$ cat src/sv/assert_macros.svh
// Assertion macros shared by the RTL of the Sv39 page table walker.
// Define ASSERT_OFF to compile every assertion away.
`ifndef ASSERT_MACROS_SVH
`define ASSERT_MACROS_SVH
`ifndef ASSERT_OFF
`define ASSERT_SAME(label, clk, rst_n, ante, cons) \
    label: assert property (@(posedge clk) disable iff (!rst_n) (ante) |-> (cons)) \
        else $error("same-cycle assertion failed");
`define ASSERT_NEXT(label, clk, rst_n, ante, cons) \
    label: assert property (@(posedge clk) disable iff (!rst_n) (ante) |=> (cons)) \
        else $error("next-cycle assertion failed");
`else
`define ASSERT_SAME(label, clk, rst_n, ante, cons)
`define ASSERT_NEXT(label, clk, rst_n, ante, cons)
`endif
`endif

$ cat src/sv/sv39ptw_pkg.sv
// Package for the Sv39 page table walker: codes, field widths and shared types.
// It depends on nothing else.
package sv39ptw_pkg;

    localparam int PPN_W = 44;
    localparam int VPN_W = 27;
    localparam int ADDR_W = 56;
    localparam int STATUS_W = 3;
    localparam int IDX_W = 9;

    localparam logic KIND_TRANSLATE = 1'b0;
    localparam logic KIND_RESPONSE = 1'b1;

    localparam logic OUT_READ = 1'b0;
    localparam logic OUT_RESULT = 1'b1;

    localparam logic [STATUS_W-1:0] STATUS_OK = 3'd0;
    localparam logic [STATUS_W-1:0] STATUS_INVALID = 3'd1;
    localparam logic [STATUS_W-1:0] STATUS_NOT_USER = 3'd2;
    localparam logic [STATUS_W-1:0] STATUS_RANGE = 3'd3;
    localparam logic [STATUS_W-1:0] STATUS_BUSY = 3'd4;

    localparam logic [1:0] LEVEL0 = 2'd0;
    localparam logic [1:0] LEVEL1 = 2'd1;
    localparam logic [1:0] LEVEL2 = 2'd2;

    localparam int PTE_V_BIT = 0;
    localparam int PTE_U_BIT = 4;

    typedef struct packed {
        logic             busy;
        logic [1:0]       level;
        logic [VPN_W-1:0] vpn;
    } walk_state_t;

    typedef struct packed {
        logic                valid;
        logic                out_kind;
        logic [ADDR_W-1:0]   mem_address;
        logic [STATUS_W-1:0] status;
        logic [ADDR_W-1:0]   paddr;
    } walk_result_t;

endpackage

$ cat src/sv/sv39ptw_step.sv
// Combinational decision for one transaction of the Sv39 page table walker.
// It computes the result and the next walk state; it depends on sv39ptw_pkg.
module sv39ptw_step
    import sv39ptw_pkg::*;
(
    input  walk_state_t        state_cur,
    input  logic [PPN_W-1:0]   root_page_number,
    input  logic               kind,
    input  logic [63:0]        vaddr,
    input  logic [63:0]        mem_data,
    output walk_state_t        state_next,
    output walk_result_t       result
);

    logic [PPN_W-1:0] table_ppn;
    logic [PPN_W-1:0] pte_ppn;
    logic [1:0]       read_level;
    logic [VPN_W-1:0] read_vpn;
    logic [IDX_W-1:0] read_idx;
    logic [ADDR_W-1:0] read_address;

    assign pte_ppn = mem_data[PPN_W+9:10];

    assign table_ppn = (kind == KIND_TRANSLATE) ? root_page_number : pte_ppn;
    assign read_level = (kind == KIND_TRANSLATE) ? LEVEL2 : state_cur.level - 2'd1;
    assign read_vpn = (kind == KIND_TRANSLATE) ? vaddr[VPN_W+11:12] : state_cur.vpn;

    always_comb
    begin
        read_idx = read_vpn[IDX_W-1:0];
        unique case (read_level)
            LEVEL2: read_idx = read_vpn[3*IDX_W-1:2*IDX_W];
            LEVEL1: read_idx = read_vpn[2*IDX_W-1:IDX_W];
            default: read_idx = read_vpn[IDX_W-1:0];
        endcase
    end

    assign read_address = {table_ppn, read_idx, 3'b000};

    always_comb
    begin
        state_next = state_cur;
        result = '0;
        if (kind == KIND_TRANSLATE)
        begin
            result.valid = 1'b1;
            result.out_kind = OUT_RESULT;
            if (state_cur.busy)
            begin
                result.status = STATUS_BUSY;
            end
            else if (|vaddr[63:38])
            begin
                result.status = STATUS_RANGE;
            end
            else
            begin
                state_next.busy = 1'b1;
                state_next.level = LEVEL2;
                state_next.vpn = vaddr[VPN_W+11:12];
                result.out_kind = OUT_READ;
                result.mem_address = read_address;
            end
        end
        else if (state_cur.busy)
        begin
            result.valid = 1'b1;
            result.out_kind = OUT_RESULT;
            if (!mem_data[PTE_V_BIT])
            begin
                state_next.busy = 1'b0;
                state_next.level = LEVEL0;
                result.status = STATUS_INVALID;
            end
            else if (state_cur.level != LEVEL0)
            begin
                state_next.level = read_level;
                result.out_kind = OUT_READ;
                result.mem_address = read_address;
            end
            else
            begin
                state_next.busy = 1'b0;
                state_next.level = LEVEL0;
                if (!mem_data[PTE_U_BIT])
                begin
                    result.status = STATUS_NOT_USER;
                end
                else
                begin
                    result.status = STATUS_OK;
                    result.paddr = {pte_ppn, 12'h000};
                end
            end
        end
    end

endmodule

$ cat src/sv/sv39_page_table_walker.sv
// Sv39 page table walker. A transaction is accepted on any cycle in which in_stall is low: one
// transaction per cycle, with its result (a read request or a final translation result) in the
// output register, or in the skid register while the output stalls. Decision and entry address
// come from a single pass of logic through sv39ptw_step; a one-entry skid register behind the
// output register lets the block keep accepting while a result waits, and in_stall rises only
// when both hold a result. Write root_page_number only while no walk is in progress.
`include "assert_macros.svh"

module sv39_page_table_walker
    import sv39ptw_pkg::*;
(
    input  logic                clk,
    input  logic                rst_n,
    input  logic                cfg_we,
    input  logic [PPN_W-1:0]    cfg_wdata,
    input  logic                in_valid,
    output logic                in_stall,
    input  logic                kind,
    input  logic [63:0]         vaddr,
    input  logic [63:0]         mem_data,
    output logic                out_valid,
    input  logic                out_stall,
    output logic                out_kind,
    output logic [ADDR_W-1:0]   mem_address,
    output logic [STATUS_W-1:0] status,
    output logic [ADDR_W-1:0]   paddr
);

    logic [PPN_W-1:0] root_reg;
    walk_state_t      state_reg;
    walk_state_t      state_next;
    walk_result_t     step_result;
    walk_result_t     out_reg;
    walk_result_t     skid_reg;
    logic             out_valid_reg;
    logic             skid_valid_reg;
    logic             in_accept;
    logic             push;
    logic             out_pop;

    sv39ptw_step u_step (
        .state_cur        (state_reg),
        .root_page_number (root_reg),
        .kind             (kind),
        .vaddr            (vaddr),
        .mem_data         (mem_data),
        .state_next       (state_next),
        .result           (step_result)
    );

    assign in_stall = skid_valid_reg;
    assign in_accept = in_valid && !in_stall;
    assign push = in_accept && step_result.valid;
    assign out_pop = out_valid_reg && !out_stall;

    always_ff @(posedge clk or negedge rst_n)
    begin
        if (!rst_n)
        begin
            root_reg <= '0;
        end
        else if (cfg_we)
        begin
            root_reg <= cfg_wdata;
        end
    end

    always_ff @(posedge clk or negedge rst_n)
    begin
        if (!rst_n)
        begin
            state_reg <= '0;
        end
        else if (in_accept)
        begin
            state_reg <= state_next;
        end
    end

    always_ff @(posedge clk or negedge rst_n)
    begin
        if (!rst_n)
        begin
            out_valid_reg <= 1'b0;
            skid_valid_reg <= 1'b0;
        end
        else if (skid_valid_reg)
        begin
            if (out_pop)
            begin
                skid_valid_reg <= 1'b0;
            end
        end
        else if (push)
        begin
            if (out_valid_reg && out_stall)
            begin
                skid_valid_reg <= 1'b1;
            end
            else
            begin
                out_valid_reg <= 1'b1;
            end
        end
        else if (out_pop)
        begin
            out_valid_reg <= 1'b0;
        end
    end

    always_ff @(posedge clk)
    begin
        if (skid_valid_reg)
        begin
            if (out_pop)
            begin
                out_reg <= skid_reg;
            end
        end
        else if (push)
        begin
            if (out_valid_reg && out_stall)
            begin
                skid_reg <= step_result;
            end
            else
            begin
                out_reg <= step_result;
            end
        end
    end

    assign out_valid = out_valid_reg;
    assign out_kind = out_reg.out_kind;
    assign mem_address = out_reg.mem_address;
    assign status = out_reg.status;
    assign paddr = out_reg.paddr;

    `ASSERT_SAME(a_skid_behind_out, clk, rst_n, skid_valid_reg, out_valid_reg)
    `ASSERT_SAME(a_idle_level_zero, clk, rst_n, !state_reg.busy, state_reg.level == LEVEL0)
    `ASSERT_NEXT(a_busy_reject_seen, clk, rst_n, in_accept && kind == KIND_TRANSLATE && state_reg.busy, out_valid_reg)
    `ASSERT_NEXT(a_idle_response_ignored, clk, rst_n, in_accept && kind == KIND_RESPONSE && !state_reg.busy, !state_reg.busy)

endmodule
$ cat config.mk
export PLATFORM = sky130hd
export DESIGN_NAME = sv39_page_table_walker
export DESIGN_NICKNAME = d
export VERILOG_FILES = /design/src/sv/sv39ptw_pkg.sv /design/src/sv/sv39ptw_step.sv /design/src/sv/sv39_page_table_walker.sv
export VERILOG_INCLUDE_DIRS = /design/src /design/src/sv
export SDC_FILE = /design/constraint.sdc
export NUM_CORES = 1
export LEC_CHECK = 0
export BUFFER_PORTS_ARGS = -buffer_cell sky130_fd_sc_hd__buf_4
export CAP_MARGIN = 20
export CORE_ASPECT_RATIO = 1.4
export CORE_MARGIN = 2
export CORE_UTILIZATION = 25
export CTS_CLUSTER_SIZE = 14
export DETAILED_ROUTE_END_ITERATION = 12
export PLACE_DENSITY_LB_ADDON = 0.12
export SLEW_MARGIN = 20
export SYNTH_ARGS = -nofsm -noshare
export SYNTH_HDL_FRONTEND = slang
export SYNTH_HIERARCHICAL = 1
export SYNTH_SLANG_ARGS = --single-unit
$ cat constraint.sdc
create_clock -name clk -period 10.5 [get_ports clk]
set_input_delay 2.1 -clock clk [delete_from_list [all_inputs] [get_ports clk]]
set_output_delay 2.1 -clock clk [all_outputs]
set_load 0.05 [all_outputs]
* Yosys cells after proc, flatten, opt, wreduce, memory -nomap -nowiden
Index checks and enable logic that the tools add are counted.
** Operators by class
- Bitwise gates (word level) :: 4
- Eq/ne operators :: 8
- Add/subtract/negate cells :: 1
- Reductions and logical operators :: 15
- Muxes and demuxes :: 36
** Operator list (count)
- 2-to-1 mux 116 bit :: 4
- 2-to-1 mux 57 bit :: 4
- 2-to-1 mux 56 bit :: 3
- 2-to-1 mux 117 bit :: 1
- 2-to-1 mux 61 bit :: 1
- 2-to-1 mux 30 bit :: 2
- 2-to-1 mux 58 bit :: 1
- 2-to-1 mux 44 bit :: 1
- 2-to-1 mux 27 bit :: 1
- OR reduction 26 bit :: 1
- one-hot mux 9 bit (2 select lines) :: 1
- 2-to-1 mux 3 bit :: 5
- AND reduction 3 bit :: 3
- 2-to-1 mux 1 bit :: 8
- 2-to-1 mux 2 bit :: 4
- inequality test 2 bit, second input constant :: 4
- AND reduction 4 bit :: 2
- nonzero test 2 bit :: 3
- logical AND 1 bit :: 4
- inequality test 2 x 1 -> 1 bit, second input constant :: 2
- NOT 1 bit :: 4
- equality test 2 x 1 -> 1 bit, second input constant :: 1
- equality test 2 bit, second input constant :: 1
- logical NOT 1 bit :: 2
- subtractor 2 x 1 -> 2 bit, second input constant :: 1
** Storage, ports and cells
- Output and inout port bits :: 118
- Bits of input ports :: 178
- Register bits after elaboration :: 308
- Word-level logic and storage cells :: 78

* Depth between registers and ports, before layout
- Depth after elaboration :: 11
- Depth in mapped cells :: 11

* Modules after synthesis
The synthesis kept the hierarchy.
** Modules (own cells, without submodules)
- sv39_page_table_walker :: area each 11202.0 µm², times used 1, seq. area each 8868.5 µm², cells each 528
- sv39ptw_step :: area each 2059.5 µm², times used 1, seq. area each 0.0 µm², cells each 248

* Least setup slack after synthesis
No wires, ideal clock.
- Path kind :: input-to-reg
- Start :: input port kind
- End :: register out_reg (netlist bit mem_address[0]), enable pin
- Path slack :: 1917 ps
- Data required time :: 9894 ps
- Cell stages on the path :: 6
- Buffers on the path :: 3
- Library setup time :: 606 ps
- Arrival :: 7976 ps
- Cell sequence :: buf_2 > buf_2 > buf_2 > nand2_1 > a21oi_1 > nor2b_1
** RTL lines
- from (decl) :: line sv39_page_table_walker.sv:18 : input logic kind,
- to (signal assigned) :: line sv39_page_table_walker.sv:117 : out_reg <= skid_reg;
- to (signal assigned) :: line sv39_page_table_walker.sv:128 : out_reg <= step_result;
- to (decl) :: line sv39_page_table_walker.sv:33 : walk_result_t out_reg;

==> qor.txt <==
Final Cycle Share = 41.90%
Final #Nets = 1,225
Antenna violations before repair = 2
FP Rows = 99
Finish-stage setup viols = 0
Number of global-route vias before repair = 8,058
H-Tree Depth = 2
Util after Layout = 32.67%
CP required = 10.77 ns
# Post-CTS Setup Buffers = 0
R2R Setup Slk = 7.23 ns
Leak = 6.786 nW
Largest net degree at the start of global routing = 62
YS warnings = 6
Min-delay src = root_reg[41]
Synth Area in XOR/XNOR = 0%
Ys async rst share = 24.68%
Post-Synth Adder-Cell Area = 0.2830%
Initial core utilization = 25.37%
Post-synthesis cell count = 776
Switching Fraction = 25.62%
Comb power frac = 11.9%
Global placement routability congestion = 0.7065
CTS Root Cell = clkbuf_16
Switch Pwr = 0.7689 mW
DRT Pass-1 Iters = 5
Chip height = 276.5 µm
Post-synthesis mux area share = 21.16%
Critical path type = in -> reg
Library cells used by synthesis = 37
Peak supply drop = 0.08486 mV
Worst EP arrival = 4.67 ns
Wire per inst = 20.62 µm
Synth-to-Final Area Change = 28.78%
Total Wirelength = 36.71 mm
DRT iter0 DRCs = 304
DRC errors left = 0
Routed via count = 7,630
Synth area leaders = edfxtp_1 53%, mux2_2 18%, dfrtp_1 14%
Busiest grt layer = met2
CP Cell Sequence = buf_4 > inv_1 > nor2_1 > ha_1 > a221oi_1 > a221oi_2 > mux2_2
Io pins = 296
Max reg flops = 116
# diodes = 0
Hold path cells = 1
Post-synth top cells = 232 x edfxtp_1, 213 x mux2_2, 76 x dfrtp_1, 45 x and2_1, 44 x a22o_1
Global-route wire length before repair = 53.96 mm
Synth Area in Compound Gates = 4.991%
Worst min-delay path class = reg -> reg
FF-to-FF path depth = 4
Post-synth EDFFs = 232
Actual slew at the worst max-slew pin = 0.9821 ns
Port bufs = 265
Skew final = 0.02079 ns
Tot Pwr = 3.001 mW
Critical R2R Launch = in_stall
Layout cells sized above 1 = 53.59%
Max Clock Freq = 227.3 MHz
Startpoint types = primary input
Status = finished clean
Min Tclk post-route = 4.400 ns
DR vias/cell = 4.287
Internal Power = 2.232 mW
Pwr Density = 175.7 mW/mm²
Post-CTS Hold Buffers = 0
Clock slew at reported path FFs = 0.05 ns
DIE AREA = 0.05493 mm²
Non-filler cells, final = 1,780
Fillers = 5,216
Synth Area in Simple Gates = 3.623%
Clk sinks = 308
Ys flop type = edfxtp_1
Synth top area share = 52.53%
Yosys top cell by area = edfxtp_1
Post-Route Setup TNS = 0 ns
M3 GR Usage = 3.147%
Final-report max-slew violation count = 0
Worst slack, placed = 5.492 ns
CTS tree = done
Critical Path End Type = flip-flop
Num CTS Buffers = 37
Reg power frac = 46.8%
DRT antenna net count = 0
Final setup margin = 6.100 ns
Largest family of logic cells by synthesized area = multiplexers
Crit Reg-Reg Endpoint = skid_reg[82]
Hold Fails Final Rpt = 0
Post-Syn Area = 0.01326 mm²
Worst path max stage delay = 0.80 ns
DP HPWL = 22.45 mm
Syn_area_per_cell = 17.09 µm²
Latest clock arrival within the worst-skew pair = 0.53 ns
Reg area = 0.008872 mm²
CTS resizes = 0
Grt ovf = 0
GR Util All Layers = 13.28%
Slowest cell on crit path = a221oi_1
M1 GR Usage = 16.40%
Rel. slew slack = 34.53%
Critical path fanouts, max = 36
Most frequent cell after synthesis = edfxtp_1
Die W = 198.7 µm
Number of synthesized register bits = 308
Core area = 0.05227 mm²
Worst hold path endpoint = root_reg[41]
Dpl cells = 1,712
Power share of the clock group = 41.4%
Post-synthesis sequential area ratio = 66.87%
Met2 Track Usage GR = 22.77%
RSZ-0062 raised after global routing = false
CTS max path bufs = 3
Max-Cap Viols = 0
Area occupied by multi-input gates = 0.004075 mm²
cells in the final DEF (no fill, tap or decap), types with 8 or more instances in the layout:
master	n
conb_1	15
a22o_1	44
mux2_4	19
dfrtp_1	75
clkbuf_1	21
buf_4	276
and2_1	45
nor2_1	8
a221oi_2	9
clkbuf_16	38
edfxtp_1	232
mux2_2	213
mux2i_1	10
a221oi_1	9
power groups by stage:
stage,Combinational [mW],Sequential (mW),Clock (mW)
global route,0.378,1.41,1.34
finish,0.356,1.40,1.24
global placement,0.364,1.43,0
detailed placement,0.365,1.43,0
CTS,0.366,1.40,1.29
floorplan,0.101,1.55,0
routing by layer:
metal	part of all wire [%]	up-vias	routed length, µm
met5	0.082	-	30
met3	6.0	61	2210
met4	2.5	4	900
li1	-	3526	-
met2	50	208	18180
met1	42	3831	15390
kinds of logic after synthesis:
| family | Yosys count |
|---|---|
| flops | 308 |
| compound gates | 72 |
| mux | 244 |
| fa+ha+maj | 3 |
| buf+inv | 67 |
| simple gates | 81 |
| other cells | 1 |
worst max-delay path, delay by kind of cell:
family,cells,cell delay (ns)
muxes,1,0.30
buffers and inverters,2,0.60
AOI/OAI and AO/OA,2,0.89
and+or+nand+nor,1,0.17
adders and majority gates,1,0.56
through the flow:
| step | instance area, µm² | hold slack [ns] |
|---|---|---|
| global route | 17080 | 0.5192 |
| detailed placement | 15930 | 0.4969 |
| CTS | 17080 | 0.5099 |
| floorplan | 13310 | 0.4753 |
| global placement | 15930 | 0.4870 |
| finish | 17080 | 0.5058 |
layout make-up:
type | count | area share [%]
clock inverters | 6 | 0.4689
well taps | 707 | 5.180
flip-flops and latches | 308 | 51.95
inverters | 6 | 0.1319
repair buffers | 276 | 12.13
clock buffers | 62 | 6.272
multi-input cells | 415 | 23.86
how the worst max path moves through the flow:
stage	from	end	slack, ns	depth (start not counted)
floorplan	kind	mem_address[0]	1.92	6
global route	kind	mem_address[4]	5.96	7
global placement	kind	mem_address[6]	5.50	7
finish	kind	mem_address[5]	6.10	7
CTS	kind	mem_address[4]	6.07	7
detailed placement	kind	mem_address[4]	5.49	7
(Power assumes the default switching activity.)
